[src/sv/bpr_pkg.sv]
// ----------------------------------------------------------------------------
// Bitmap row decoder package
// Register indexes, field widths, queue entry types and the 565 scaling.
// ----------------------------------------------------------------------------
`default_nettype none

package bpr_pkg;

   localparam int CSR_INDEX_W = 2;
   localparam int CSR_DATA_W  = 14;

   localparam logic [CSR_INDEX_W-1:0] CSR_IMAGE_WIDTH    = 2'd0;
   localparam logic [CSR_INDEX_W-1:0] CSR_IMAGE_HEIGHT   = 2'd1;
   localparam logic [CSR_INDEX_W-1:0] CSR_BITS_PER_PIXEL = 2'd2;
   localparam logic [CSR_INDEX_W-1:0] CSR_DEST_STRIDE    = 2'd3;

   localparam int DIM_W      = 13;
   localparam int BPP_W      = 6;
   localparam int STRIDE_W   = 14;
   localparam int BYTE_CNT_W = 15;  // bytes in a row, also bounds the column count
   localparam int CALC_W     = 16;  // compare width for counts plus one
   localparam int COL_OUT_W  = 12;
   localparam int ROW_OUT_W  = 12;
   localparam int ADDR_W     = 25;
   localparam int TEXEL_W    = 32;
   localparam int GATHER_W   = 24;

   localparam logic [BPP_W-1:0] BPP_16 = 6'd16;
   localparam logic [BPP_W-1:0] BPP_24 = 6'd24;
   localparam logic [BPP_W-1:0] BPP_32 = 6'd32;

   localparam logic [DIM_W-1:0]    WIDTH_RESET  = 13'd1;
   localparam logic [DIM_W-1:0]    HEIGHT_RESET = 13'd1;
   localparam logic [BPP_W-1:0]    BPP_RESET    = 6'd32;
   localparam logic [STRIDE_W-1:0] STRIDE_RESET = 14'd4096;

   // pixel formats carried down the queue
   localparam logic [1:0] FMT_RGB565   = 2'd0;
   localparam logic [1:0] FMT_RGB888   = 2'd1;
   localparam logic [1:0] FMT_ARGB8888 = 2'd2;

   localparam logic [7:0] ALPHA_OPAQUE = 8'hFF;

   // f*255/31 = 8f + floor(7f/31); the second term steps at these values of f
   localparam logic [4:0] SCALE5_STEP [7] = '{5'd5, 5'd9, 5'd14, 5'd18, 5'd23, 5'd27, 5'd31};
   // f*255/63 = 4f + floor(f/21)
   localparam logic [5:0] SCALE6_STEP [3] = '{6'd21, 6'd42, 6'd63};

   typedef struct packed {
      logic [DIM_W-1:0]    width;
      logic [DIM_W-1:0]    height;
      logic [BPP_W-1:0]    bpp;
      logic [STRIDE_W-1:0] stride;
   } bpr_cfg_type;

   // one complete pixel, front to back
   typedef struct packed {
      logic [TEXEL_W-1:0]    bytes;
      logic [1:0]            fmt;
      logic [BYTE_CNT_W-1:0] column;
      logic [DIM_W-1:0]      dest_row;
      logic                  last;
   } bpr_pix_type;

   typedef struct packed {
      logic [TEXEL_W-1:0]   texel;
      logic [COL_OUT_W-1:0] column;
      logic [ROW_OUT_W-1:0] row;
      logic [ADDR_W-1:0]    word_address;
      logic                 last_texel;
   } bpr_rsp_type;

   function automatic logic [7:0] scale5(input logic [4:0] f);
      logic [2:0] q;
      q = 3'd0;
      for (int k = 0; k < 7; k++) begin
         if (f >= SCALE5_STEP[k]) q = q + 3'd1;
      end
      return {f, 3'b000} + {5'd0, q};
   endfunction

   function automatic logic [7:0] scale6(input logic [5:0] f);
      logic [1:0] q;
      q = 2'd0;
      for (int k = 0; k < 3; k++) begin
         if (f >= SCALE6_STEP[k]) q = q + 2'd1;
      end
      return {f, 2'b00} + {6'd0, q};
   endfunction

   // bytes: first stored byte in bits 7..0, next in 15..8 and so on
   function automatic logic [TEXEL_W-1:0] make_texel(input logic [1:0] fmt,
                                                    input logic [TEXEL_W-1:0] bytes);
      logic [7:0]  b0, b1, b2, b3;
      logic [15:0] v;
      b0 = bytes[7:0];
      b1 = bytes[15:8];
      b2 = bytes[23:16];
      b3 = bytes[31:24];
      v  = {b1, b0};
      case (fmt)
         FMT_ARGB8888: return {b3, b0, b1, b2};
         FMT_RGB888:   return {ALPHA_OPAQUE, b0, b1, b2};
         FMT_RGB565:   return {ALPHA_OPAQUE, scale5(v[4:0]), scale6(v[10:5]),
                               scale5(v[15:11])};
         default:      return '0;
      endcase
   endfunction

endpackage

`default_nettype wire

[src/sv/bpr_fifo.sv]
// ----------------------------------------------------------------------------
// Bitmap row decoder queue
// Small register queue with pointer wrap and a fill count.
// ----------------------------------------------------------------------------
`default_nettype none

module bpr_fifo #(
   parameter int WIDTH = 8,
   parameter int DEPTH = 2
) (
   input  wire logic             clock,
   input  wire logic             reset,
   input  wire logic             push,
   input  wire logic [WIDTH-1:0] wdata,
   output logic                  full,
   input  wire logic             pop,
   output logic [WIDTH-1:0]      rdata,
   output logic                  empty
);

   localparam int PTR_W = (DEPTH > 1) ? $clog2(DEPTH) : 1;
   localparam int CNT_W = $clog2(DEPTH + 1);

   logic [WIDTH-1:0] mem_ff [DEPTH];
   logic [PTR_W-1:0] wr_ptr_ff, wr_ptr_in;
   logic [PTR_W-1:0] rd_ptr_ff, rd_ptr_in;
   logic [CNT_W-1:0] count_ff, count_in;
   logic             do_push, do_pop;

   assign full    = (count_ff == CNT_W'(DEPTH));
   assign empty   = (count_ff == '0);
   assign do_push = push && !full;
   assign do_pop  = pop && !empty;
   assign rdata   = mem_ff[rd_ptr_ff];

   always_comb begin
      wr_ptr_in = wr_ptr_ff;
      rd_ptr_in = rd_ptr_ff;
      count_in  = count_ff;
      if (do_push) begin
         wr_ptr_in = (wr_ptr_ff == PTR_W'(DEPTH - 1)) ? '0 : wr_ptr_ff + PTR_W'(1);
      end
      if (do_pop) begin
         rd_ptr_in = (rd_ptr_ff == PTR_W'(DEPTH - 1)) ? '0 : rd_ptr_ff + PTR_W'(1);
      end
      if (do_push && !do_pop) count_in = count_ff + CNT_W'(1);
      else if (do_pop && !do_push) count_in = count_ff - CNT_W'(1);
   end

   always_ff @(posedge clock) begin
      if (reset) begin
         wr_ptr_ff <= '0;
         rd_ptr_ff <= '0;
         count_ff  <= '0;
      end else begin
         wr_ptr_ff <= wr_ptr_in;
         rd_ptr_ff <= rd_ptr_in;
         count_ff  <= count_in;
      end
   end

   always_ff @(posedge clock) begin
      if (do_push) begin
         mem_ff[wr_ptr_ff] <= wdata;
      end
   end

endmodule

`default_nettype wire

[src/sv/bpr_front.sv]
// ----------------------------------------------------------------------------
// Bitmap row decoder front end
// Counts bytes, pixels and rows, gathers pixel bytes, drops padding.
// ----------------------------------------------------------------------------
`default_nettype none

module bpr_front
   import bpr_pkg::*;
#(
   parameter int MAX_WIDTH  = 4096,
   parameter int MAX_HEIGHT = 4096
) (
   input  wire logic        clock,
   input  wire logic        reset,
   input  wire bpr_cfg_type cfg,
   input  wire logic        accept,
   input  wire logic [7:0]  data_byte,
   output logic             pix_valid,
   output bpr_pix_type      pix
);

   localparam int ROW_W = $clog2(MAX_HEIGHT);

   logic [BYTE_CNT_W-1:0] bir_ff, bir_in;       // byte in row
   logic [1:0]            bip_ff, bip_in;       // byte in pixel
   logic [GATHER_W-1:0]   gather_ff, gather_in;
   logic [BYTE_CNT_W-1:0] col_ff, col_in;
   logic [ROW_W-1:0]      src_ff, src_in;       // source row, bottom first

   logic                  depth_ok;
   logic [1:0]            fmt;
   logic                  pix_last;
   logic [DIM_W-1:0]      width_c, height_c;
   logic [CALC_W-1:0]     pix_bytes, row_len;
   logic [ROW_W-1:0]      src_eff, src_next;
   logic [CALC_W-1:0]     src_inc, bir_inc, col_inc;
   logic [DIM_W-1:0]      dest_row;
   logic                  in_pix, row_end;
   logic [TEXEL_W-1:0]    bytes;

   always_comb begin
      depth_ok = 1'b1;
      fmt      = FMT_ARGB8888;
      unique case (cfg.bpp)
         BPP_32:  fmt = FMT_ARGB8888;
         BPP_24:  fmt = FMT_RGB888;
         BPP_16:  fmt = FMT_RGB565;
         default: depth_ok = 1'b0;
      endcase
   end

   // size registers clamped to 1..max
   always_comb begin
      width_c = cfg.width;
      if (cfg.width == '0) width_c = DIM_W'(1);
      else if (32'(cfg.width) > MAX_WIDTH) width_c = DIM_W'(MAX_WIDTH);
      height_c = cfg.height;
      if (cfg.height == '0) height_c = DIM_W'(1);
      else if (32'(cfg.height) > MAX_HEIGHT) height_c = DIM_W'(MAX_HEIGHT);
   end

   always_comb begin
      case (fmt)
         FMT_RGB565: begin
            pix_bytes = CALC_W'(width_c) << 1;
            pix_last  = (bip_ff >= 2'd1);
         end
         FMT_RGB888: begin
            pix_bytes = (CALC_W'(width_c) << 1) + CALC_W'(width_c);
            pix_last  = (bip_ff >= 2'd2);
         end
         default: begin
            pix_bytes = CALC_W'(width_c) << 2;
            pix_last  = (bip_ff == 2'd3);
         end
      endcase
      row_len = (pix_bytes + CALC_W'(3)) & ~CALC_W'(3);
   end

   assign src_eff  = (CALC_W'(src_ff) >= CALC_W'(height_c)) ? '0 : src_ff;
   assign src_inc  = CALC_W'(src_eff) + CALC_W'(1);
   assign src_next = (src_inc >= CALC_W'(height_c)) ? '0 : ROW_W'(src_inc);
   assign dest_row = height_c - DIM_W'(1) - DIM_W'(src_eff);
   assign bir_inc  = CALC_W'(bir_ff) + CALC_W'(1);
   assign col_inc  = CALC_W'(col_ff) + CALC_W'(1);
   assign in_pix   = (CALC_W'(bir_ff) < pix_bytes);
   assign row_end  = (bir_inc >= row_len);
   assign bytes    = {8'd0, gather_ff} | (TEXEL_W'(data_byte) << {bip_ff, 3'b000});

   always_comb begin
      bir_in    = bir_ff;
      bip_in    = bip_ff;
      gather_in = gather_ff;
      col_in    = col_ff;
      src_in    = src_ff;
      if (accept && depth_ok) begin
         src_in = src_eff;
         if (in_pix) begin
            if (pix_last) begin
               col_in    = BYTE_CNT_W'(col_inc);
               bip_in    = 2'd0;
               gather_in = '0;
            end else begin
               gather_in = bytes[GATHER_W-1:0];
               bip_in    = bip_ff + 2'd1;
            end
         end
         bir_in = BYTE_CNT_W'(bir_inc);
         if (row_end) begin
            bir_in    = '0;
            bip_in    = 2'd0;
            gather_in = '0;
            col_in    = '0;
            src_in    = src_next;
         end
      end
   end

   always_ff @(posedge clock) begin
      if (reset) begin
         bir_ff    <= '0;
         bip_ff    <= 2'd0;
         gather_ff <= '0;
         col_ff    <= '0;
         src_ff    <= '0;
      end else begin
         bir_ff    <= bir_in;
         bip_ff    <= bip_in;
         gather_ff <= gather_in;
         col_ff    <= col_in;
         src_ff    <= src_in;
      end
   end

   assign pix_valid    = accept && depth_ok && in_pix && pix_last;
   assign pix.bytes    = bytes;
   assign pix.fmt      = fmt;
   assign pix.column   = col_ff;
   assign pix.dest_row = dest_row;
   assign pix.last     = (col_inc >= CALC_W'(width_c)) && (src_inc >= CALC_W'(height_c));

endmodule

`default_nettype wire

[src/sv/bpr_back.sv]
// ----------------------------------------------------------------------------
// Bitmap row decoder back end
// Converts a pixel to a texel and forms its destination word address.
// ----------------------------------------------------------------------------
`default_nettype none

module bpr_back
   import bpr_pkg::*;
(
   input  wire logic                clock,
   input  wire logic                reset,
   input  wire logic [STRIDE_W-1:0] stride,
   input  wire logic                pix_avail,
   input  wire bpr_pix_type         pix,
   output logic                     pix_pop,
   output logic                     rsp_push,
   output bpr_rsp_type              rsp,
   input  wire logic                rsp_full
);

   localparam int PROD_W = DIM_W + STRIDE_W;

   logic                  s1_valid_ff, s1_valid_in;
   logic [TEXEL_W-1:0]    texel_ff;
   logic [ADDR_W-1:0]     base_ff;       // dest_row * stride, low bits
   logic [BYTE_CNT_W-1:0] column_ff;
   logic [ROW_OUT_W-1:0]  row_ff;
   logic                  last_ff;
   logic [PROD_W-1:0]     product;
   logic                  s1_adv;

   assign product  = PROD_W'(pix.dest_row) * PROD_W'(stride);
   assign s1_adv   = s1_valid_ff && !rsp_full;
   assign pix_pop  = pix_avail && (!s1_valid_ff || !rsp_full);

   always_comb begin
      s1_valid_in = s1_valid_ff;
      if (pix_pop) s1_valid_in = 1'b1;
      else if (s1_adv) s1_valid_in = 1'b0;
   end

   always_ff @(posedge clock) begin
      if (reset) begin
         s1_valid_ff <= 1'b0;
      end else begin
         s1_valid_ff <= s1_valid_in;
      end
   end

   always_ff @(posedge clock) begin
      if (pix_pop) begin
         texel_ff  <= make_texel(pix.fmt, pix.bytes);
         base_ff   <= product[ADDR_W-1:0];
         column_ff <= pix.column;
         row_ff    <= pix.dest_row[ROW_OUT_W-1:0];
         last_ff   <= pix.last;
      end
   end

   assign rsp_push         = s1_adv;
   assign rsp.texel        = texel_ff;
   assign rsp.column       = column_ff[COL_OUT_W-1:0];
   assign rsp.row          = row_ff;
   assign rsp.word_address = base_ff + ADDR_W'(column_ff);
   assign rsp.last_texel   = last_ff;

endmodule

`default_nettype wire

[src/sv/bmp_pixel_row_decoder.sv]
// A texel passes from the pixel queue through the back end register stage and the result queue to the rsp_ ports.
// Throughput: one byte per cycle while req_full is low; the byte counters in the front end close each step.
// req_full rises only when the four-entry pixel queue is full (result side stalled).
// Reset (synchronous, active high) clears counters and queues and loads the registers
// with width 1, height 1, 32 bits per pixel, stride 4096; no clearing pass.
// ----------------------------------------------------------------------------
// Bitmap pixel row decoder
// Turns the pixel-data bytes of an uncompressed bitmap (16, 24 or 32 bits per
// pixel, rows padded to four bytes, bottom row first) into 32-bit texels with
// column, flipped row and destination word address.
// ----------------------------------------------------------------------------
`default_nettype none

module bmp_pixel_row_decoder
   import bpr_pkg::*;
#(
   parameter int MAX_WIDTH  = 4096,
   parameter int MAX_HEIGHT = 4096
) (
   input  wire logic                   clock,
   input  wire logic                   reset,
   // byte input, queue style
   input  wire logic                   req_push,
   output logic                        req_full,
   input  wire logic [7:0]             req_data_byte,
   // texel output, queue style
   output logic                        rsp_empty,
   input  wire logic                   rsp_pop,
   output logic [TEXEL_W-1:0]          rsp_texel,
   output logic [COL_OUT_W-1:0]        rsp_column,
   output logic [ROW_OUT_W-1:0]        rsp_row,
   output logic [ADDR_W-1:0]           rsp_word_address,
   output logic                        rsp_last_texel,
   // register writes
   input  wire logic                   csr_we,
   input  wire logic [CSR_INDEX_W-1:0] csr_index,
   input  wire logic [CSR_DATA_W-1:0]  csr_wdata
);

   localparam int PIX_Q_DEPTH = 4;
   localparam int RSP_Q_DEPTH = 2;

   // ------------------------------------------------------------------
   // Configuration registers
   // ------------------------------------------------------------------
   logic [DIM_W-1:0]    width_ff, width_in;
   logic [DIM_W-1:0]    height_ff, height_in;
   logic [BPP_W-1:0]    bpp_ff, bpp_in;
   logic [STRIDE_W-1:0] stride_ff, stride_in;
   bpr_cfg_type         cfg;

   always_comb begin
      width_in  = width_ff;
      height_in = height_ff;
      bpp_in    = bpp_ff;
      stride_in = stride_ff;
      if (csr_we) begin
         unique case (csr_index)
            CSR_IMAGE_WIDTH:    width_in  = csr_wdata[DIM_W-1:0];
            CSR_IMAGE_HEIGHT:   height_in = csr_wdata[DIM_W-1:0];
            CSR_BITS_PER_PIXEL: bpp_in    = csr_wdata[BPP_W-1:0];
            CSR_DEST_STRIDE:    stride_in = csr_wdata[STRIDE_W-1:0];
            default: ;
         endcase
      end
   end

   always_ff @(posedge clock) begin
      if (reset) begin
         width_ff  <= WIDTH_RESET;
         height_ff <= HEIGHT_RESET;
         bpp_ff    <= BPP_RESET;
         stride_ff <= STRIDE_RESET;
      end else begin
         width_ff  <= width_in;
         height_ff <= height_in;
         bpp_ff    <= bpp_in;
         stride_ff <= stride_in;
      end
   end

   assign cfg.width  = width_ff;
   assign cfg.height = height_ff;
   assign cfg.bpp    = bpp_ff;
   assign cfg.stride = stride_ff;

   // ------------------------------------------------------------------
   // Front end: with a supported depth, every accepted byte updates the counters;
   // the last byte of a pixel pushes one entry into the pixel queue.
   // Padding bytes and unsupported depths push nothing.
   // ------------------------------------------------------------------
   logic        accept;
   logic        front_valid;
   bpr_pix_type front_pix;
   logic        pix_q_full, pix_q_empty, pix_q_pop;
   logic [$bits(bpr_pix_type)-1:0] pix_q_rdata;
   bpr_pix_type pix_q_head;

   // at most one entry per byte, so a free slot is all the front needs
   assign accept = req_push && !req_full;
   assign req_full = pix_q_full;

   bpr_front #(
      .MAX_WIDTH  (MAX_WIDTH),
      .MAX_HEIGHT (MAX_HEIGHT)
   ) u_front (
      .clock     (clock),
      .reset     (reset),
      .cfg       (cfg),
      .accept    (accept),
      .data_byte (req_data_byte),
      .pix_valid (front_valid),
      .pix       (front_pix)
   );

   bpr_fifo #(
      .WIDTH ($bits(bpr_pix_type)),
      .DEPTH (PIX_Q_DEPTH)
   ) u_pix_q (
      .clock (clock),
      .reset (reset),
      .push  (front_valid),
      .wdata (front_pix),
      .full  (pix_q_full),
      .pop   (pix_q_pop),
      .rdata (pix_q_rdata),
      .empty (pix_q_empty)
   );

   assign pix_q_head = bpr_pix_type'(pix_q_rdata);

   // ------------------------------------------------------------------
   // Back end: one register stage holds the converted texel and the
   // row base product; the column add lands in the result queue.
   // The user must keep stride stable whenever items are in flight; the block does not enforce it.
   // ------------------------------------------------------------------
   logic        rsp_q_push, rsp_q_full;
   bpr_rsp_type back_rsp;
   logic [$bits(bpr_rsp_type)-1:0] rsp_q_rdata;
   bpr_rsp_type rsp_head;

   bpr_back u_back (
      .clock     (clock),
      .reset     (reset),
      .stride    (stride_ff),
      .pix_avail (!pix_q_empty),
      .pix       (pix_q_head),
      .pix_pop   (pix_q_pop),
      .rsp_push  (rsp_q_push),
      .rsp       (back_rsp),
      .rsp_full  (rsp_q_full)
   );

   // two entries decouple the consumer from the back end stage
   bpr_fifo #(
      .WIDTH ($bits(bpr_rsp_type)),
      .DEPTH (RSP_Q_DEPTH)
   ) u_rsp_q (
      .clock (clock),
      .reset (reset),
      .push  (rsp_q_push),
      .wdata (back_rsp),
      .full  (rsp_q_full),
      .pop   (rsp_pop),
      .rdata (rsp_q_rdata),
      .empty (rsp_empty)
   );

   assign rsp_head         = bpr_rsp_type'(rsp_q_rdata);
   assign rsp_texel        = rsp_head.texel;
   assign rsp_column       = rsp_head.column;
   assign rsp_row          = rsp_head.row;
   assign rsp_word_address = rsp_head.word_address;
   assign rsp_last_texel   = rsp_head.last_texel;

endmodule

`default_nettype wire

[config.mk]
export PLATFORM = sky130hd
export DESIGN_NAME = bmp_pixel_row_decoder
export DESIGN_NICKNAME = d
export VERILOG_FILES = /design/src/sv/bpr_pkg.sv /design/src/sv/bpr_fifo.sv /design/src/sv/bpr_front.sv /design/src/sv/bpr_back.sv /design/src/sv/bmp_pixel_row_decoder.sv
export SDC_FILE = /design/constraint.sdc
export NUM_CORES = 1
export LEC_CHECK = 0
export BUFFER_PORTS_ARGS = -buffer_cell sky130_fd_sc_hd__clkbuf_2
export CELL_PAD_IN_SITES_DETAIL_PLACEMENT = 0
export CELL_PAD_IN_SITES_GLOBAL_PLACEMENT = 2
export CORE_MARGIN = 2
export CORE_UTILIZATION = 48
export CTS_BUF_LIST = sky130_fd_sc_hd__clkbuf_16
export DETAILED_ROUTE_END_ITERATION = 6
export HOLD_SLACK_MARGIN = 0.15
export PLACE_DENSITY = 0.89
export SETUP_SLACK_MARGIN = 0.1
export SYNTH_ARGS = -nofsm -noshare
export SYNTH_HDL_FRONTEND = slang
export SYNTH_SLANG_ARGS = --single-unit
[constraint.sdc]
create_clock -name clock -period 19.8 [get_ports clock]
set_input_delay 3.96 -clock clock [delete_from_list [all_inputs] [get_ports clock]]
set_output_delay 3.96 -clock clock [all_outputs]
set_load 0.02 [all_outputs]
==> run summary <==
Worst Setup EP -> u_front.col_ff[12]$_SDFFE_PP0P_
Clock Skew -> 0.0201 ns
Post-cts sizing count -> 0
Synth cell count leaders -> 501 x edfxtp_1, 304 x nand2_1, 227 x inv_1, 194 x ha_1, 142 x a21oi_1
Worst-Margin Slew -> 1.27 ns
Final Cell Area -> 0.0384 sq mm
Core area -> 0.0715 sq mm
VDD IR max -> 0.0812 mV
Avg Vias per Cell -> 5.58
Diodes inserted -> 0
Number of port buffers -> 112
Residual DRC -> 0
DR iter-0 viols -> 1702
Layout area overhead -> 10.7%
Die Width -> 273 um
Seq/Total Area, Yosys -> 50.8%
Syn_nets -> 3192
Critical Path RT -> 20.33 ns
R2r setup slk -> 12.25 ns
Post-synth ARST share -> 0%
Critical Path Fanout Max -> 31
Die ar. -> 0.0745 sq mm
TritonCTS clock tree -> built
Hpwl dp -> 54.3 mm
Number of global-route vias before repair -> 22300
Final nets -> 3277
Routed WL -> 77.0 mm
Worst-path clk slew -> 0.06 ns
Clock buffer count from CTS -> 67
CTS Sinks -> 630
Tmin final -> 7.55 ns
Top cell type's share of synthesized area -> 43.3%
Setup violators final -> 0
Max cap viols -> 0
Number of setup buffers added after CTS -> 0
Cell Rows -> 98
#FFs+latches synth -> 630
Share of post-route cells with drive strength above 1 -> 14.2%
Min-delay worst type -> flop to flop
Initial antenna violation count -> 0
Worst setup EP type -> flop
Deepest level of the CTS H-tree -> 3
Worst r2r src -> width_ff[12]$_SDFFE_PP0P_
Drt first pass iters -> 5
DR vias -> 21900
I/O pin total -> 113
Final Hold Fails -> 0
Yosys warnings -> 0
Setup TNS -> 0 ns
Mapped Cells -> 2835
Clk_lat worst skew -> 0.60 ns
First-pass GRT wire length -> 124 mm
Slew Viols, Final -> 0
Critical Path Start Type -> flop
Worst rel slew slack -> 15.3%
Top cells by area, synth -> edfxtp_1 43%, fa_1 7.7%, dfxtp_1 7.4%
Max Root-Sink Buffers -> 3
Fin crit share -> 38.1%
Top FF cell, synth -> edfxtp_1
Global Route Usage Sum -> 21.1%
Post-Syn Area -> 0.0347 sq mm
PwrDens -> 121 mW/mm^2
Gpl congestion -> 0.899
Max Clock Freq -> 132 MHz
Post-synth EDFFs -> 501
Routed len/inst -> 19.6 um
Worst r2r dst -> u_front.col_ff[12]$_SDFFE_PP0P_
RSZ-0062 raised after global routing -> no
CTS Hold Buffers Added -> 0
Critical path arrival -> 8.08 ns
Number of distinct library cells after synthesis -> 88
Cell taking the most area after synthesis -> edfxtp_1
Launch point of the worst path -> width_ff[12]$_SDFFE_PP0P_
Leakage -> 15.1 nW
R2R depth -> 22
Die Y -> 273 um
Kind of critical path -> flop to flop
Antenna-violating nets left -> 0
Mapped Avg Cell Area -> 12.2 sq um
Top-count cell post-synth -> edfxtp_1
Placed cell area -> 0.0362 sq mm
Largest net degree at the start of global routing -> 84
Global route overflow -> 0
Clock root cell -> clkbuf_16
Status -> finished, final reports clean
Starting Density -> 48.6%
[worst max-delay path: stages (launching register included)]
cell	delay [ns]
dfxtp_1	0.88
clkinv_1	0.49
o21ai_0	0.29
inv_1	0.15
ha_1	0.28
ha_1	0.27
o21bai_1	0.17
o21ai_0	0.23
o211a_1	0.30
o31a_1	0.32
a21oi_1	0.21
xor2_1	0.09
o21ai_1	0.36
nand4_2	0.18
or4_1	0.56
ha_1	0.28
o21ai_0	0.13
or2_2	0.17
o22ai_1	0.09
a211oi_1	0.40
a21oi_1	0.29
nor2_2	1.02
a22o_1	0.29
[cells in the final DEF (no fill, tap or decap), types with 41 or more instances in the layout]
cell type,n
o21a_1,41
mux2_2,88
ha_1,194
o21ai_0,86
xnor2_1,87
mux4_2,63
nand3_1,41
clkbuf_2,111
fa_1,134
a21o_1,59
nor2_1,102
inv_1,241
and2_1,73
nand2_1,304
nor2b_1,49
a21oi_1,142
edfxtp_1,501
dfxtp_1,126
clkbuf_16,68
[flip-flops by register name, summed over array words and instances, names as in the netlist, 2 cells and up, named ones only]
register	cells
width_ff	13
u_back.base_ff	25
bpp_ff	6
u_pix_q.count_ff	3
u_front.bir_ff	15
height_ff	13
u_front.col_ff	15
u_front.bip_ff	2
u_back.texel_ff	32
u_back.row_ff	12
u_rsp_q.count_ff	2
u_pix_q.mem_ff	252
stride_ff	14
u_rsp_q.mem_ff	164
u_front.src_ff	12
u_pix_q.rd_ptr_ff	2
u_front.gather_ff	24
u_back.column_ff	15
u_pix_q.wr_ptr_ff	2
[cells by family after synthesis]
logic type | Yosys count | synth area share, %
multiplexers | 174 | 7.61
flip-flops | 630 | 50.8
adder cells (fa/ha/maj) | 328 | 14.7
XOR/XNOR | 126 | 3.18
AO/OA/AOI/OAI | 482 | 9.22
buffers and inverters | 347 | 3.81
AND/OR/NAND/NOR | 748 | 10.7
[worst min-delay path by stage]
stage                                     from                               to  slack [ns]  cells past startpoint
floorplan             u_back.last_ff$_DFFE_PP_   u_rsp_q.mem_ff[0][0]$_DFFE_PP_        0.42                      0
global placement    u_back.row_ff[9]$_DFFE_PP_  u_rsp_q.mem_ff[1][35]$_DFFE_PP_        0.42                      0
detailed placement  u_back.row_ff[0]$_DFFE_PP_  u_rsp_q.mem_ff[1][26]$_DFFE_PP_        0.43                      0
CTS                 u_back.row_ff[0]$_DFFE_PP_  u_rsp_q.mem_ff[0][26]$_DFFE_PP_        0.45                      0
global route        u_back.row_ff[7]$_DFFE_PP_  u_rsp_q.mem_ff[0][33]$_DFFE_PP_        0.46                      0
finish              u_back.row_ff[0]$_DFFE_PP_  u_rsp_q.mem_ff[0][26]$_DFFE_PP_        0.44                      0
[per-layer routing]
| metal | vias up | global-route usage [%] | share of wire [%] |
|---|---|---|---|
| met4 | 0 | 5.45 | 1.8 |
| met2 | 523 | 33.9 | 47 |
| met5 | - | 0 | 0 |
| met3 | 96 | 2.41 | 4.7 |
| met1 | 10900 | 30.6 | 47 |
| li1 | 10300 | - | - |
[report_power, final]
| group | total (mW) | switching, mW | internal, mW |
|---|---|---|---|
| registers | 1.85 | 0.101 | 1.75 |
| logic | 1.57 | 0.956 | 0.618 |
| clock network | 1.23 | 0.511 | 0.723 |
| total | 4.66 | 1.57 | 3.09 |
[final cells by class]
cell class                 count  area (sq um)
fill                        5906         33100
timing repair buffer         135           736
multi-input combinational   1858         15800
inverter                     228           856
clock inverter                54           504
clock buffer                  68          1700
tap                          950          1190
sequential                   630         17600
[stage by stage]
| step | setup slack [ns] | total power [mW] | hold slack, ns | std cells | util (%) |
|---|---|---|---|---|---|
| 3_5_place_dp | 12.36 | 3.46 | 0.431 | 3801 | 50.7 |
| 3_3_place_gp | 12.63 | 3.41 | 0.422 | 3801 | 50.7 |
| 2_1_floorplan | 12.95 | 3.04 | 0.421 | 2835 | - |
| 4_1_cts | 12.33 | 4.71 | 0.445 | 3923 | 53.7 |
| 6_report | 12.25 | 4.66 | 0.444 | 3923 | 53.7 |
| 5_1_grt | 11.65 | 4.95 | 0.456 | 3923 | 53.7 |
Power figures use the tool's default switching activity.
